<file path="src/hdl/wbdm_pkg.sv">
// Shared constants, types and helpers of the word-wise byte difference marker.
package wbdm_pkg;

    localparam int LINE_WIDTH     = 16;
    localparam int MAX_WORD_BYTES = 8;
    localparam int BYTE_W         = 8;
    localparam int WORD_W         = BYTE_W * MAX_WORD_BYTES;
    localparam int TOTAL_W        = 16;
    localparam int WSIZE_W        = 4;
    localparam int ENTRY_IDX_W    = 4;

    localparam int LINE_AW = (LINE_WIDTH > 1) ? $clog2(LINE_WIDTH) : 1;
    localparam int OFF_W   = $clog2(LINE_WIDTH + 1);
    localparam int POS_W   = $clog2(LINE_WIDTH + 2 * MAX_WORD_BYTES);
    localparam int CNT_W   = $clog2(MAX_WORD_BYTES + 1);

    localparam logic [OFF_W-1:0]   LINE_END  = OFF_W'(LINE_WIDTH);
    localparam logic [POS_W-1:0]   LINE_POS  = POS_W'(LINE_WIDTH);
    localparam logic [TOTAL_W-1:0] TOTAL_MAX = '1;

    // Configuration register indexes
    localparam logic CFG_WSIZE  = 1'b0;
    localparam logic CFG_ABSENT = 1'b1;

    typedef enum logic [1:0] {
        KIND_CLEAR  = 2'd0,
        KIND_CMP    = 2'd1,
        KIND_IGNORE = 2'd2,
        KIND_READ   = 2'd3
    } kind_t;

    typedef enum logic [1:0] {
        RES_CMP = 2'd0,
        RES_IGN = 2'd1,
        RES_RD  = 2'd2
    } res_sel_t;

    typedef struct packed {
        logic [BYTE_W-1:0] mark;
        logic [BYTE_W-1:0] diff;
        logic [BYTE_W-1:0] absent;
    } entry_t;

    typedef struct packed {
        logic     clear;
        logic     cmp_step;
        logic     rd_entry;
        logic     ign_start;
        logic     abs_wr;
        logic     fin_calc;
        logic     fin_rd;
        logic     fin_wr;
        logic     ign_rd;
        logic     ign_shift;
        logic     ign_next;
        logic     ign_clr_rd;
        logic     ign_clr_wr;
        logic     emit;
        res_sel_t sel;
    } cmd_t;

    typedef struct packed {
        logic abs_pend;
        logic done_pend;
        logic word_flag;
        logic fin_more;
        logic ign_j_last;
        logic ign_match;
        logic ign_more;
        logic ign_last_word;
        logic out_free;
    } status_t;

    // Clamp the programmed word size to 1..MAX_WORD_BYTES
    function automatic logic [CNT_W-1:0] eff_wsize(input logic [WSIZE_W-1:0] raw);
        logic [CNT_W-1:0] ws;
        if (raw == '0)
            ws = CNT_W'(1);
        else if (32'(raw) > MAX_WORD_BYTES)
            ws = CNT_W'(MAX_WORD_BYTES);
        else
            ws = CNT_W'(raw);
        return ws;
    endfunction

endpackage

</file>
<file path="src/hdl/wbdm_ram.sv">
// Generic single-write, single-read RAM with registered read data.
module wbdm_ram #(
    parameter int WIDTH = 8,
    parameter int DEPTH = 16,
    localparam int AW = (DEPTH > 1) ? $clog2(DEPTH) : 1
) (
    input  logic             clk,
    input  logic             wr_en,
    input  logic [AW-1:0]    wr_addr,
    input  logic [WIDTH-1:0] wr_data,
    input  logic             rd_en,
    input  logic [AW-1:0]    rd_addr,
    output logic [WIDTH-1:0] rd_data
);

    logic [WIDTH-1:0] mem_reg [DEPTH];
    logic [WIDTH-1:0] rd_data_reg;

    always_ff @(posedge clk)
    begin
        if (wr_en)
        begin
            mem_reg[wr_addr] <= wr_data;
        end
        if (rd_en)
        begin
            rd_data_reg <= mem_reg[rd_addr];
        end
    end

    assign rd_data = rd_data_reg;

endmodule

</file>
<file path="src/hdl/wbdm_ctrl.sv">
// Sequencer of the difference marker: steps each item through the datapath.
module wbdm_ctrl (
    input  logic             clk,
    input  logic             rst_n,
    input  logic             item_valid,
    input  logic [1:0]       kind,
    output logic             item_stall,
    output wbdm_pkg::cmd_t    cmd,
    input  wbdm_pkg::status_t status
);

    import wbdm_pkg::*;

    typedef enum logic [3:0] {
        S_IDLE,
        S_CMP_ABS,
        S_FIN_CALC,
        S_FIN_RD,
        S_FIN_WR,
        S_IGN_RD,
        S_IGN_SH,
        S_IGN_CMP,
        S_IGN_CLR_RD,
        S_IGN_CLR_WR,
        S_EMIT
    } state_t;

    state_t   state_reg, state_next;
    res_sel_t sel_reg, sel_next;
    kind_t    kind_in;

    assign kind_in    = kind_t'(kind);
    assign item_stall = (state_reg != S_IDLE);

    always_comb
    begin
        cmd        = '0;
        cmd.sel    = sel_reg;
        state_next = state_reg;
        sel_next   = sel_reg;
        unique case (state_reg)
            S_IDLE:
            begin
                if (item_valid)
                begin
                    unique case (kind_in)
                        KIND_CLEAR:
                        begin
                            cmd.clear = 1'b1;
                        end
                        KIND_CMP:
                        begin
                            cmd.cmp_step = 1'b1;
                            state_next   = S_CMP_ABS;
                        end
                        KIND_IGNORE:
                        begin
                            cmd.ign_start = 1'b1;
                            sel_next      = RES_IGN;
                            state_next    = S_IGN_RD;
                        end
                        KIND_READ:
                        begin
                            cmd.rd_entry = 1'b1;
                            sel_next     = RES_RD;
                            state_next   = S_EMIT;
                        end
                        default:
                        begin
                            state_next = S_IDLE;
                        end
                    endcase
                end
            end
            S_CMP_ABS:
            begin
                cmd.abs_wr = status.abs_pend;
                state_next = status.done_pend ? S_FIN_CALC : S_IDLE;
            end
            S_FIN_CALC:
            begin
                cmd.fin_calc = 1'b1;
                sel_next     = RES_CMP;
                state_next   = status.word_flag ? S_FIN_RD : S_EMIT;
            end
            S_FIN_RD:
            begin
                if (status.fin_more)
                begin
                    cmd.fin_rd = 1'b1;
                    state_next = S_FIN_WR;
                end
                else
                begin
                    state_next = S_EMIT;
                end
            end
            S_FIN_WR:
            begin
                cmd.fin_wr = 1'b1;
                state_next = S_FIN_RD;
            end
            S_IGN_RD:
            begin
                cmd.ign_rd = 1'b1;
                state_next = S_IGN_SH;
            end
            S_IGN_SH:
            begin
                cmd.ign_shift = 1'b1;
                state_next    = status.ign_j_last ? S_IGN_CMP : S_IGN_RD;
            end
            S_IGN_CMP:
            begin
                if (status.ign_match)
                begin
                    state_next = S_IGN_CLR_RD;
                end
                else
                begin
                    cmd.ign_next = 1'b1;
                    state_next   = status.ign_last_word ? S_EMIT : S_IGN_RD;
                end
            end
            S_IGN_CLR_RD:
            begin
                if (status.ign_more)
                begin
                    cmd.ign_clr_rd = 1'b1;
                    state_next     = S_IGN_CLR_WR;
                end
                else
                begin
                    cmd.ign_next = 1'b1;
                    state_next   = status.ign_last_word ? S_EMIT : S_IGN_RD;
                end
            end
            S_IGN_CLR_WR:
            begin
                cmd.ign_clr_wr = 1'b1;
                state_next     = S_IGN_CLR_RD;
            end
            S_EMIT:
            begin
                if (status.out_free)
                begin
                    cmd.emit   = 1'b1;
                    state_next = S_IDLE;
                end
            end
            default:
            begin
                state_next = S_IDLE;
            end
        endcase
    end

    always_ff @(posedge clk or negedge rst_n)
    begin
        if (!rst_n)
        begin
            state_reg <= S_IDLE;
            sel_reg   <= RES_CMP;
        end
        else
        begin
            state_reg <= state_next;
            sel_reg   <= sel_next;
        end
    end

`ifndef NO_ASSERTIONS
    a_cmp_goes_abs: assert property (@(posedge clk) disable iff (!rst_n)
        (item_valid && !item_stall && kind_in == KIND_CMP) |=> state_reg == S_CMP_ABS)
        else $error("compare item did not enter the absent-count step");

    a_emit_holds: assert property (@(posedge clk) disable iff (!rst_n)
        (state_reg == S_EMIT && !status.out_free) |=> state_reg == S_EMIT)
        else $error("result dropped while output register was busy");

    a_clr_loop: assert property (@(posedge clk) disable iff (!rst_n)
        (state_reg == S_IGN_CLR_WR) |=> state_reg == S_IGN_CLR_RD)
        else $error("unmark write did not return to the unmark read");
`endif

endmodule

</file>
<file path="src/hdl/wbdm_dp.sv">
// Datapath of the difference marker: word accumulators, line entry RAM, totals, result register.
module wbdm_dp (
    input  logic                                     clk,
    input  logic                                     rst_n,
    input  wbdm_pkg::cmd_t                           cmd,
    output wbdm_pkg::status_t                        status,
    input  logic [wbdm_pkg::CNT_W-1:0]               ws,
    input  logic                                     absent_is_different,
    input  logic                                     cfg_drop,
    input  logic [7:0]                               ref_byte,
    input  logic                                     ref_present,
    input  logic [7:0]                               cmp_byte,
    input  logic                                     cmp_present,
    input  logic                                     range_end,
    input  logic [63:0]                              ignore_value,
    input  logic [wbdm_pkg::ENTRY_IDX_W-1:0]         entry_index,
    output logic                                     result_valid,
    input  logic                                     result_stall,
    output logic                                     word_different,
    output logic [63:0]                              difference_word,
    output logic [wbdm_pkg::TOTAL_W-1:0]             total_count,
    output logic [7:0]                               mark_count,
    output logic [7:0]                               diff_byte,
    output logic [7:0]                               absent_count
);

    import wbdm_pkg::*;

    // Control state
    logic [WORD_W-1:0]     ref_acc_reg, cmp_acc_reg;
    logic                  flag_reg;
    logic [CNT_W-1:0]      fill_reg;
    logic [OFF_W-1:0]      offset_reg, start_reg;
    logic [TOTAL_W-1:0]    total_reg;
    logic [LINE_WIDTH-1:0] valid_reg;
    logic                  abs_pend_reg, done_pend_reg, end_pend_reg;
    logic [POS_W-1:0]      i_reg;
    logic [CNT_W-1:0]      j_reg, k_reg;
    logic                  rd_live_reg;
    logic                  result_valid_reg;

    // Payload
    logic [LINE_AW-1:0]    abs_addr_reg;
    logic [WORD_W-1:0]     diff_word_reg, ignore_reg, s_word_reg;
    logic                  res_wd_reg;
    logic [WORD_W-1:0]     res_dw_reg;
    logic [TOTAL_W-1:0]    res_total_reg;
    entry_t                res_entry_reg;

    // Compare step
    logic [WORD_W-1:0]     ref_n, cmp_n;
    logic                  flag_n, absent_n;
    logic [CNT_W-1:0]      fill_inc;

    // RAM ports
    logic                  rd_en, rd_gate, wr_en;
    logic [LINE_AW-1:0]    rd_addr, wr_addr;
    entry_t                rd_data, wr_data, cur;

    logic [POS_W-1:0]      fin_pos, ign_pos;
    logic [CNT_W-1:0]      pad, sh;
    logic [BYTE_W-1:0]     byte_sel;
    logic [TOTAL_W:0]      total_sum;
    logic [TOTAL_W-1:0]    total_add, total_sub, mark_ext;

    always_comb
    begin
        ref_n    = ref_acc_reg << BYTE_W;
        cmp_n    = cmp_acc_reg << BYTE_W;
        flag_n   = flag_reg;
        absent_n = 1'b0;
        priority if (ref_present && cmp_present)
        begin
            ref_n  = ref_n | WORD_W'(ref_byte);
            cmp_n  = cmp_n | WORD_W'(cmp_byte);
            flag_n = flag_reg | (ref_n != cmp_n);
        end
        else if (!ref_present && !cmp_present)
        begin
            absent_n = 1'b1;
        end
        else if (absent_is_different)
        begin
            if (ref_present)
                ref_n = ref_n | WORD_W'(ref_byte);
            else
                cmp_n = cmp_n | WORD_W'(cmp_byte);
            flag_n = 1'b1;
        end
        else
        begin
            absent_n = 1'b1;
        end
    end

    assign fill_inc = fill_reg + CNT_W'(1);
    assign fin_pos  = POS_W'(start_reg) + POS_W'(k_reg);
    assign ign_pos  = i_reg + POS_W'(j_reg);
    assign cur      = rd_live_reg ? rd_data : '0;

    assign pad      = ws - fill_reg;
    assign sh       = ws - CNT_W'(1) - k_reg;
    assign byte_sel = BYTE_W'(diff_word_reg >> {sh, 3'b000});

    assign total_sum = {1'b0, total_reg} + (TOTAL_W+1)'(ws);
    assign total_add = total_sum[TOTAL_W] ? TOTAL_MAX : total_sum[TOTAL_W-1:0];
    assign mark_ext  = TOTAL_W'(cur.mark);
    assign total_sub = (total_reg > mark_ext) ? (total_reg - mark_ext) : '0;

    // Read port: one address per command
    always_comb
    begin
        rd_en   = cmd.cmp_step | cmd.rd_entry | cmd.fin_rd | cmd.ign_rd | cmd.ign_clr_rd;
        rd_gate = 1'b1;
        priority if (cmd.cmp_step)
        begin
            rd_addr = offset_reg[LINE_AW-1:0];
        end
        else if (cmd.rd_entry)
        begin
            rd_addr = LINE_AW'(entry_index);
            rd_gate = (32'(entry_index) < LINE_WIDTH);
        end
        else if (cmd.fin_rd)
        begin
            rd_addr = fin_pos[LINE_AW-1:0];
        end
        else
        begin
            rd_addr = ign_pos[LINE_AW-1:0];
            rd_gate = (ign_pos < LINE_POS);
        end
    end

    // Write port: read-modify-write of one entry
    always_comb
    begin
        wr_en   = 1'b0;
        wr_addr = abs_addr_reg;
        wr_data = cur;
        priority if (cmd.abs_wr)
        begin
            wr_en          = 1'b1;
            wr_data.absent = cur.absent + BYTE_W'(1);
        end
        else if (cmd.fin_wr)
        begin
            wr_en        = 1'b1;
            wr_addr      = fin_pos[LINE_AW-1:0];
            wr_data.mark = cur.mark + BYTE_W'(1);
            if (cur.mark == '0)
                wr_data.diff = byte_sel;
        end
        else if (cmd.ign_clr_wr)
        begin
            wr_en   = (cur.mark != '0);
            wr_addr = ign_pos[LINE_AW-1:0];
            wr_data = '0;
        end
        else
        begin
            wr_en = 1'b0;
        end
    end

    wbdm_ram #(
        .WIDTH ($bits(entry_t)),
        .DEPTH (LINE_WIDTH)
    ) u_line_ram (
        .clk     (clk),
        .wr_en   (wr_en),
        .wr_addr (wr_addr),
        .wr_data (wr_data),
        .rd_en   (rd_en),
        .rd_addr (rd_addr),
        .rd_data (rd_data)
    );

    always_ff @(posedge clk or negedge rst_n)
    begin
        if (!rst_n)
        begin
            ref_acc_reg      <= '0;
            cmp_acc_reg      <= '0;
            flag_reg         <= 1'b0;
            fill_reg         <= '0;
            offset_reg       <= '0;
            start_reg        <= '0;
            total_reg        <= '0;
            valid_reg        <= '0;
            abs_pend_reg     <= 1'b0;
            done_pend_reg    <= 1'b0;
            end_pend_reg     <= 1'b0;
            i_reg            <= '0;
            j_reg            <= '0;
            k_reg            <= '0;
            rd_live_reg      <= 1'b0;
            result_valid_reg <= 1'b0;
        end
        else
        begin
            if (cmd.clear)
            begin
                ref_acc_reg <= '0;
                cmp_acc_reg <= '0;
                flag_reg    <= 1'b0;
                fill_reg    <= '0;
                offset_reg  <= '0;
                start_reg   <= '0;
                total_reg   <= '0;
                valid_reg   <= '0;
            end
            if (cfg_drop)
            begin
                ref_acc_reg <= '0;
                cmp_acc_reg <= '0;
                flag_reg    <= 1'b0;
                fill_reg    <= '0;
            end
            if (cmd.cmp_step)
            begin
                ref_acc_reg   <= ref_n;
                cmp_acc_reg   <= cmp_n;
                flag_reg      <= flag_n;
                fill_reg      <= fill_inc;
                if (fill_reg == '0)
                    start_reg <= offset_reg;
                if (offset_reg < LINE_END)
                    offset_reg <= offset_reg + OFF_W'(1);
                abs_pend_reg  <= absent_n && (offset_reg < LINE_END);
                done_pend_reg <= (fill_inc >= ws) || range_end;
                end_pend_reg  <= range_end;
            end
            if (rd_en)
            begin
                rd_live_reg <= valid_reg[rd_addr] && rd_gate;
            end
            if (wr_en)
            begin
                valid_reg[wr_addr] <= 1'b1;
            end
            if (cmd.fin_calc)
            begin
                k_reg <= '0;
                if (flag_reg)
                    total_reg <= total_add;
            end
            if (cmd.fin_wr)
            begin
                k_reg <= k_reg + CNT_W'(1);
            end
            if (cmd.ign_start)
            begin
                i_reg <= '0;
                j_reg <= '0;
            end
            if (cmd.ign_shift)
            begin
                j_reg <= status.ign_j_last ? '0 : (j_reg + CNT_W'(1));
            end
            if (cmd.ign_next)
            begin
                i_reg <= i_reg + POS_W'(ws);
                j_reg <= '0;
            end
            if (cmd.ign_clr_wr)
            begin
                j_reg <= j_reg + CNT_W'(1);
                if (cur.mark != '0)
                    total_reg <= total_sub;
            end
            if (cmd.emit)
            begin
                result_valid_reg <= 1'b1;
                if (cmd.sel == RES_CMP)
                begin
                    ref_acc_reg <= '0;
                    cmp_acc_reg <= '0;
                    flag_reg    <= 1'b0;
                    fill_reg    <= '0;
                    if (end_pend_reg)
                    begin
                        offset_reg <= '0;
                        start_reg  <= '0;
                    end
                end
            end
            else if (!result_stall)
            begin
                result_valid_reg <= 1'b0;
            end
        end
    end

    always_ff @(posedge clk)
    begin
        if (cmd.cmp_step)
        begin
            abs_addr_reg <= offset_reg[LINE_AW-1:0];
        end
        if (cmd.fin_calc)
        begin
            diff_word_reg <= (cmp_acc_reg << {pad, 3'b000}) - (ref_acc_reg << {pad, 3'b000});
        end
        if (cmd.ign_start)
        begin
            ignore_reg <= ignore_value;
            s_word_reg <= '0;
        end
        if (cmd.ign_shift)
        begin
            s_word_reg <= {s_word_reg[WORD_W-BYTE_W-1:0], cur.diff};
        end
        if (cmd.ign_next)
        begin
            s_word_reg <= '0;
        end
        if (cmd.emit)
        begin
            res_total_reg <= total_reg;
            unique case (cmd.sel)
                RES_CMP:
                begin
                    res_wd_reg    <= flag_reg;
                    res_dw_reg    <= diff_word_reg;
                    res_entry_reg <= '0;
                end
                RES_RD:
                begin
                    res_wd_reg    <= 1'b0;
                    res_dw_reg    <= '0;
                    res_entry_reg <= cur;
                end
                default:
                begin
                    res_wd_reg    <= 1'b0;
                    res_dw_reg    <= '0;
                    res_entry_reg <= '0;
                end
            endcase
        end
    end

    always_comb
    begin
        status.abs_pend      = abs_pend_reg;
        status.done_pend     = done_pend_reg;
        status.word_flag     = flag_reg;
        status.fin_more      = (k_reg < fill_reg) && (fin_pos < LINE_POS);
        status.ign_j_last    = (j_reg == (ws - CNT_W'(1)));
        status.ign_match     = (s_word_reg == ignore_reg);
        status.ign_more      = (j_reg < ws) && (ign_pos < LINE_POS);
        status.ign_last_word = ((i_reg + POS_W'(ws)) >= LINE_POS);
        status.out_free      = !result_valid_reg || !result_stall;
    end

    assign result_valid    = result_valid_reg;
    assign word_different  = res_wd_reg;
    assign difference_word = res_dw_reg;
    assign total_count     = res_total_reg;
    assign mark_count      = res_entry_reg.mark;
    assign diff_byte       = res_entry_reg.diff;
    assign absent_count    = res_entry_reg.absent;

`ifndef NO_ASSERTIONS
    a_fill_bound: assert property (@(posedge clk) disable iff (!rst_n)
        fill_reg <= ws)
        else $error("pending word holds more bytes than the word size");

    a_total_grows: assert property (@(posedge clk) disable iff (!rst_n)
        cmd.fin_calc |=> total_reg >= $past(total_reg))
        else $error("total fell while closing a word");

    a_total_shrinks: assert property (@(posedge clk) disable iff (!rst_n)
        cmd.ign_clr_wr |=> total_reg <= $past(total_reg))
        else $error("total grew while unmarking");
`endif

endmodule

</file>
<file path="src/hdl/wordwise_byte_diff_marker.sv">
// Top level of the word-wise byte difference marker: configuration registers and unit wiring.
//
// Compares a reference line against a comparison line one byte pair per compare item,
// grouping bytes into big-endian words of the programmed word size (0 acts as 1, above
// 8 acts as 8). Items are taken one at a time; the per-byte line state lives in a
// 16-entry RAM with one read and one write port (mark count, difference byte, absent
// count per byte), each entry written in the cycle after it is read. A clear item
// gives no result; a read item reads one entry and gives a result. A compare byte
// counts an absent byte in its entry; one that does not close a word gives no result,
// and one that closes a word pads it, adds to the total when it differs, then reads
// and marks each byte of the word inside the line when it differs, and gives a result.
// An ignore item walks the line word by word, reading each word's stored difference
// bytes; for a word whose difference equals ignore_value it reads and unmarks each
// byte inside the line, and at the end it gives a result. Valid bits cleared at reset
// and by a clear item stand in for clearing the RAM, so there is no clearing pass. The
// result sits in an output register, so the next item is accepted while a finished
// result still waits; a result produced while the previous one is still stalled holds
// the sequencer until the output register frees. A write to the word size register
// drops any partly built word; configuration must be written only while the block is
// idle, which the block itself does not enforce.
module wordwise_byte_diff_marker (
    input  logic                               clk,
    input  logic                               rst_n,
    input  logic                               cfg_write,
    input  logic                               cfg_index,
    input  logic [wbdm_pkg::WSIZE_W-1:0]       cfg_data,
    input  logic                               item_valid,
    output logic                               item_stall,
    input  logic [1:0]                         kind,
    input  logic [7:0]                         ref_byte,
    input  logic                               ref_present,
    input  logic [7:0]                         cmp_byte,
    input  logic                               cmp_present,
    input  logic                               range_end,
    input  logic [63:0]                        ignore_value,
    input  logic [wbdm_pkg::ENTRY_IDX_W-1:0]   entry_index,
    output logic                               result_valid,
    input  logic                               result_stall,
    output logic                               word_different,
    output logic [63:0]                        difference_word,
    output logic [wbdm_pkg::TOTAL_W-1:0]       total_count,
    output logic [7:0]                         mark_count,
    output logic [7:0]                         diff_byte,
    output logic [7:0]                         absent_count
);

    import wbdm_pkg::*;

    logic [WSIZE_W-1:0] wsize_reg;
    logic               absent_is_different_reg;
    logic [CNT_W-1:0]   ws;
    logic               cfg_drop;
    cmd_t               cmd;
    status_t            status;

    // Word size takes effect clamped; writing it also drops the pending word
    assign ws       = eff_wsize(wsize_reg);
    assign cfg_drop = cfg_write && (cfg_index == CFG_WSIZE);

    always_ff @(posedge clk or negedge rst_n)
    begin
        if (!rst_n)
        begin
            wsize_reg               <= WSIZE_W'(1);
            absent_is_different_reg <= 1'b0;
        end
        else if (cfg_write)
        begin
            unique case (cfg_index)
                CFG_WSIZE:  wsize_reg               <= cfg_data;
                CFG_ABSENT: absent_is_different_reg <= cfg_data[0];
                default:    wsize_reg               <= wsize_reg;
            endcase
        end
    end

    // Sequencer: accept an item, then step it through the RAM read and write cycles
    wbdm_ctrl u_ctrl (
        .clk        (clk),
        .rst_n      (rst_n),
        .item_valid (item_valid),
        .kind       (kind),
        .item_stall (item_stall),
        .cmd        (cmd),
        .status     (status)
    );

    // Datapath: accumulators, line RAM, total and the result register
    wbdm_dp u_dp (
        .clk                 (clk),
        .rst_n               (rst_n),
        .cmd                 (cmd),
        .status              (status),
        .ws                  (ws),
        .absent_is_different (absent_is_different_reg),
        .cfg_drop            (cfg_drop),
        .ref_byte            (ref_byte),
        .ref_present         (ref_present),
        .cmp_byte            (cmp_byte),
        .cmp_present         (cmp_present),
        .range_end           (range_end),
        .ignore_value        (ignore_value),
        .entry_index         (entry_index),
        .result_valid        (result_valid),
        .result_stall        (result_stall),
        .word_different      (word_different),
        .difference_word     (difference_word),
        .total_count         (total_count),
        .mark_count          (mark_count),
        .diff_byte           (diff_byte),
        .absent_count        (absent_count)
    );

endmodule

</file>
<file path="config.mk">
export PLATFORM = sky130hd
export DESIGN_NAME = wordwise_byte_diff_marker
export DESIGN_NICKNAME = d
export VERILOG_FILES = /design/src/hdl/wbdm_pkg.sv /design/src/hdl/wbdm_ram.sv /design/src/hdl/wbdm_ctrl.sv /design/src/hdl/wbdm_dp.sv /design/src/hdl/wordwise_byte_diff_marker.sv
export SDC_FILE = /design/constraint.sdc
export NUM_CORES = 2
export LEC_CHECK = 0
export BUFFER_PORTS_ARGS = -buffer_cell sky130_fd_sc_hd__buf_2
export CAP_MARGIN = 30
export CORE_AREA = 2 2 280 282
export CTS_CLUSTER_DIAMETER = 80
export DETAILED_ROUTE_END_ITERATION = 7
export DIE_AREA = 0 0 282 284
export PLACE_DENSITY = 0.76
export SLEW_MARGIN = 5
export SYNTH_ARGS = -nofsm -noshare
export SYNTH_HDL_FRONTEND = slang
export SYNTH_HIERARCHICAL = 1
export SYNTH_SLANG_ARGS = --single-unit
</file>
<file path="constraint.sdc">
create_clock -name clk -period 21.2 [get_ports clk]
set_input_delay 0 -clock clk [delete_from_list [all_inputs] [get_ports clk]]
set_output_delay 0 -clock clk [all_outputs]
set_load 0.005 [all_outputs]
</file>
== After elaboration in Yosys (flattened, before gate mapping) ==
Memories as Yosys holds them, arrays and structs flattened. A register that Yosys moved wholly into a read port is not among the register bits.
Index checks and enable logic that the tools add are counted.
Cells by class
  add/subtract/negate cells: 15
  magnitude comparators: 12
  equality and inequality tests: 22
  shift-type cells: 3
  muxes and demuxes: 130
  bitwise operators: 9
  reduce and logical (&&, ||, !) cells: 31
Operators by type and width (number)
  64-bit 2-to-1 mux: 20
  16-bit 2-to-1 mux: 11
  64-bit by 8-bit bitwise OR with 64-bit output: 2
  64-bit by 7-bit left shift with 64-bit output: 2
  4-bit 2-to-1 mux: 29
  5-bit 2-to-1 mux: 14
  64-bit == test: 1
  64-bit inequality test: 1
  64-bit by 7-bit >> shifter with 8-bit output: 1
  64-bit subtractor: 1
  24-bit 2-to-1 mux: 2
  4-bit case mux with 11 select lines: 1
  1-bit 2-to-1 mux: 41
  8-bit 2-to-1 mux: 3
  16-bit by 4-bit adder with 17-bit output: 1
  8-bit by 1-bit adder with 8-bit output (second input constant): 2
  4-bit by 3-bit == test with 1-bit output (second input constant): 4
  16-bit by 8-bit greater-than comparator with 1-bit output: 1
  16-bit bitwise OR: 1
  16-bit by 8-bit subtractor with 16-bit output: 1
  5-bit by 4-bit adder with 5-bit output: 3
  5-bit < comparator (second input constant): 3
  4-bit by 1-bit adder with 4-bit output (second input constant): 3
  4-bit == test (second input constant): 3
  37 further kinds: 71
Word-level totals
  bits in registers: 505
  RAM bits: 384
  input port bits: 99
  output and inout port bits: 107
  logic and storage cells: 253
  memories kept: 1
Memory list
  u_dp.u_line_ram.mem_reg: depth 16, width 24, read ports 1, clocked after Yosys merged registers in 1, wr ports 1, line wbdm_ram.sv:16  | logic [WIDTH-1:0] mem_reg [DEPTH];

== Depth between registers and ports, before layout ==
  word-level depth: 11
  gate-level depth with buffers: 25
  depth with buffers taken out: 23

== Cells and area by module ==
Netlist, hierarchy kept.
By module, submodules not included
  wbdm_dp: times used 1, cells each 3113, area an instance 29888.7 sq um, seq. area each 13227.7 sq um
  wbdm_ram: times used 1, cells each 636, area an instance 15170.8 sq um, seq. area each 12251.8 sq um
  wbdm_ctrl: times used 1, cells each 100, area an instance 704.4 sq um, seq. area each 150.1 sq um
  wordwise_byte_diff_marker: times used 1, cells each 18, area an instance 256.5 sq um, seq. area each 126.4 sq um

== Least setup slack after synthesis ==
No wires, ideal clock.
  path kind: reg2reg
  start point: reg u_ctrl.state_reg[1]
  end point: reg u_dp.ref_acc_reg[13]
  setup time: 132 ps
  data arrival time: 9469 ps
  required time: 21068 ps
  slack: 11599 ps
  cell stages (with the launch flop): 9
  path buffers: 4
  period minus slack after synthesis: 9601 ps
  cell sequence: dfrtp_1 clkbuf_1 nand2b_1 nor3_1 and2_1 clkbuf_1 clkbuf_1 buf_1 nor2_1
RTL lines
  start: declaration: line wbdm_ctrl.sv:28  | state_t state_reg, state_next;
  start signal: assignment: line wbdm_ctrl.sv:167  | state_reg <= state_next;
  end signal: assignment: line wbdm_dp.sv:222  | ref_acc_reg <= ref_n;
  end: declaration: line wbdm_dp.sv:30  | logic [WORD_W-1:0] ref_acc_reg, cmp_acc_reg;

== Final worst setup path ==
  start point: reg wsize_reg[0]
  end point: reg u_dp.diff_word_reg[60] (data pin)
On the way
  word-level cells in the longest chain between the ends: 6
  elaborated cells between the ends (all ways): 8
  classes of those cells: 2 x add/sub; 1 x order compare; 2 x shift; 2 x mux; 1 x reduce/logical
RTL lines
  start: declaration: line wordwise_byte_diff_marker.sv:49  | logic [WSIZE_W-1:0] wsize_reg;
  start signal: assignment: line wordwise_byte_diff_marker.sv:70  | CFG_WSIZE: wsize_reg <= cfg_data;
  start signal: assignment: line wordwise_byte_diff_marker.sv:72  | default: wsize_reg <= wsize_reg;
  4-bit greater-than comparator: line wbdm_pkg.sv:79  | else if (32'(raw) > MAX_WORD_BYTES)
  4-bit 2-to-1 mux: line wbdm_pkg.sv:79
  4-bit 2-to-1 mux *: line wbdm_pkg.sv:77  | if (raw == '0)
  via ws[0]: line wordwise_byte_diff_marker.sv:51  | logic [CNT_W-1:0] ws;
  4-bit subtractor *: line wbdm_dp.sv:101  | assign pad = ws - fill_reg;
  64-bit by 7-bit left shift with 64-bit output: line wbdm_dp.sv:303  | diff_word_reg <= (cmp_acc_reg << {pad, 3'b000}) - (ref_acc_reg << {pad, 3'b000});
  64-bit subtractor *: line wbdm_dp.sv:303
  end signal: assignment: line wbdm_dp.sv:303
  end: declaration: line wbdm_dp.sv:44  | logic [WORD_W-1:0] diff_word_reg, ignore_reg, s_word_reg;
The timed path passes the listed nets; every way through them passes the cells marked *.
A chain may end at the register's enable or synchronous reset.

==> flow_metrics.py <==
metrics = {
    "timing": {
        "skew_ns": 0.0436,
        "fin_crit_sh": 0.338,
        "finalWorstSetupSlack_ns": 14.02,
        "maxSlewViolCount": 0,
        "fin_crit_ns": 7.18,
        "rsz0062_at_grt": "no",
        "worst_slew_pin_slew_ns": 1.20,
        "fmax_ghz": 0.139,
        "hold-worst-slack_ns": -0.0253,
        "finalHoldViolCount": 6,
        "relSlewSlack": 0.178,
        "setup_viol": 0,
        "tns_ns": 0,
    },
    "power_and_ir_drop": {
        "vdd_drop_max_mv": 0.119,
        "leakage_nw": 20.6,
        "p_per_area_nw_per_um2": 133,
    },
    "status": {
        "violations": "negative hold slack",
        "status": "complete, but fails checks",
    },
    "grt": {
        "grt_pass1_wl_um": 202000,
        "grt_remaining_overflow": 0,
        "grt_max_degree": 111,
        "track_usage": 0.335,
        "antenna_found_initial": 5,
        "grt_pass1_vias": 32461,
    },
    "cts": {
        "cts_tree": "yes",
        "ctsHoldBuffers": 100,
        "h-tree-depth": 3,
        "clock_path_buffers": 3,
        "root_buffer": "clkbuf_16",
        "insertion_delay_ns": 0.67,
        "cts.repair_timing.setup_buffer_count": 0,
        "cts_sinks": 913,
        "clkTransAtPathRegs_ns": 0.06,
        "numCtsBuffers": 92,
        "cts_resized": 0,
    },
    "setup_path": {
        "arrival_ns": 7.58,
        "r2r_cells": 22,
        "path_cells": "o21ba_2, nor2_1, inv_1, ha_4, fa_4, buf_4, nor2b_1, buf_4, a22oi_1, nor2_1, a21oi_1, nor2_1, ha_1, inv_1, o21bai_1, a21o_1, a21o_1, a21oi_1, nor2_1, a2111oi_0, o31ai_2, xor2_1",
        "worstSetupStartpointType": "flop",
        "regToRegSetupSlack_ns": 14.02,
        "crit_fanout": 92,
        "rr_endpoint": "u_dp/diff_word_reg[60]",
        "crit_top_cell": "nor2_1",
        "required_ns": 21.60,
        "path_class": "reg -> reg",
        "end_kind": "flop",
        "cp_slowest_cell": "fa_4",
        "max_stage_delay_ns": 1.21,
        "r2r_start": "wsize_reg[0]",
    },
    "logic_synthesis": {
        "seq_area_frac_synth": 0.560,
        "synthFlopType": "edfxtp_1",
        "ys_types": 89,
        "netlist_area_um2": 46000,
        "synthesis.nets": 4092,
        "syn_area_per_cell_um2": 11.9,
        "async_reset_ff_frac": 0.223,
        "synthCells": 3867,
        "yosysWarnings": 6,
        "synth_edf_count": 645,
        "yosys_register_bits": 913,
    },
    "die": {
        "start_util": 0.598,
        "num_rows": 102,
        "die_h_um": 284,
        "coreArea_um2": 77000,
        "io_pins": 206,
        "die_w_um": 282,
        "die_area_um2": 80100,
    },
    "finish": {
        "drive_gt1_frac": 0.161,
        "nNetsFinal": 4320,
        "final_common_cell": "edfxtp_1",
        "largest_reg_flops": 384,
        "syn2layout_area_growth_pct": 13.6,
        "final_cell_mix": "edfxtp_1, nor2_1, nand2_1",
    },
    "routing": {
        "num_vias": 33937,
        "firstDrtPassIters": 8,
        "drtAntennaViolNets": 0,
        "via_per_inst": 6.51,
        "wl_per_cell_um": 26.1,
        "wirelength_um": 136000,
        "drtIter0Drc": 5010,
        "drc_errors": 0,
    },
    "min_path": {
        "min-delay-path-class": "in -> async",
    },
    "placement": {
        "dp_slack_ns": 14.19,
        "dpl.hpwl_um": 89800,
        "io_buffers": 205,
        "routabilityCongestion": 1.04,
    },
    "flow_run": {
        "maxCapViolations": 0,
    },
}
## area by class of cell
type | instances | area (µm²)
repair buffers | 388 | 2750
multi-input cells | 2613 | 19100
clock inverters | 61 | 589
clock buffers | 111 | 2420
inverters | 87 | 333
flip-flops and latches | 913 | 25800
well taps | 1040 | 1300
fillers | 5305 | 24700
diodes | 4 | 10.0
## critical path, delay by kind of cell (launching register included)
| kind | cells | cell delay (ns) |
|---|---|---|
| flip-flops | 1 | 0.53 |
| XOR/XNOR | 1 | 0.17 |
| AO/OA/AOI/OAI | 9 | 2.16 |
| adder cells (fa/ha/maj) | 3 | 1.88 |
| AND/OR/NAND/NOR | 5 | 0.72 |
| buffers and inverters | 4 | 1.44 |
## cells in the mapped netlist, types with 7 or more instances
library cell / instances / area share
xor2_1: 133 / 0.025
dfrtp_1: 203 / 0.11
ha_1: 118 / 0.032
o2bb2ai_1: 21 / 0.0040
or3_1: 23 / 0.0031
a211oi_1: 16 / 0.0026
nand2_1: 356 / 0.029
buf_6: 7 / 0.0017
nor3_1: 45 / 0.0049
nor3b_1: 75 / 0.012
buf_2: 19 / 0.0021
a21boi_0: 7 / 0.0011
o21a_1: 9 / 0.0015
o211ai_1: 18 / 0.0029
inv_1: 87 / 0.0071
o31ai_1: 19 / 0.0031
o21ai_0: 138 / 0.015
nand3b_1: 8 / 0.0013
o22ai_1: 29 / 0.0039
buf_1: 26 / 0.0021
fa_1: 8 / 0.0035
nand3_1: 41 / 0.0045
clkbuf_1: 199 / 0.016
dfxtp_1: 64 / 0.028
o21bai_1: 22 / 0.0036
nor4_1: 32 / 0.0044
a21o_1: 46 / 0.0075
nand4_1: 35 / 0.0048
and2_1: 81 / 0.011
a21oi_1: 215 / 0.023
mux4_2: 142 / 0.069
mux2i_1: 65 / 0.014
nor2_1: 384 / 0.031
a22oi_1: 210 / 0.034
nor2b_1: 27 / 0.0037
nand2b_1: 29 / 0.0039
and3_1: 37 / 0.0050
edfxtp_1: 645 / 0.42
a31oi_1: 35 / 0.0048
xnor2_1: 80 / 0.015
mux2_2: 27 / 0.0066
## worst max path at each step
stage	slack [ns]	startpoint	depth (start not counted)	to
2_1_floorplan	11.60	u_ctrl/state_reg[1]	8	u_dp/ref_acc_reg[13]
6_report	14.02	wsize_reg[0]	22	u_dp/diff_word_reg[60]
4_1_cts	14.21	wsize_reg[0]	22	u_dp/diff_word_reg[60]
3_3_place_gp	14.19	wsize_reg[0]	22	u_dp/diff_word_reg[60]
3_5_place_dp	14.19	wsize_reg[0]	20	u_dp/diff_word_reg[62]
5_1_grt	13.69	wsize_reg[3]	20	u_dp/diff_word_reg[60]
## cell families after synthesis
kind of cell,share of synthesized area
AO/OA/AOI/OAI,0.119
flip-flops,0.560
multiplexers,0.0918
XOR/XNOR,0.0405
AND/OR/NAND/NOR,0.123
adder cells (fa/ha/maj),0.0358
buffers and inverters,0.0297
## through the flow
stage,power (W),area (µm²),util,instances,hold WS (ns)
2_1_floorplan,0.00450,46000,-,3867,-0.296
3_3_place_gp,0.00522,48000,0.624,4921,0.130
3_5_place_dp,0.00527,48100,0.625,4926,0.131
4_1_cts,0.00691,52100,0.677,5198,0.0192
5_1_grt,0.00727,52300,0.679,5216,0.0481
6_report,0.00697,52300,0.679,5217,-0.0253
## metal layers
layer  GRT usage  vias to the layer above  wire [µm]
met2       0.495                     2172      60200
li1            -                    14858          -
met1       0.492                    16604      54600
met5           0                        -          0
met3      0.0775                      303      16300
met4       0.108                        0       4780
## report_power, final
part	internal, W	switching (W)
clock network	0.000900	0.000718
registers	0.00230	0.000173
logic	0.00115	0.00174
total	0.00435	0.00263
Power figures use the tool's default switching activity.
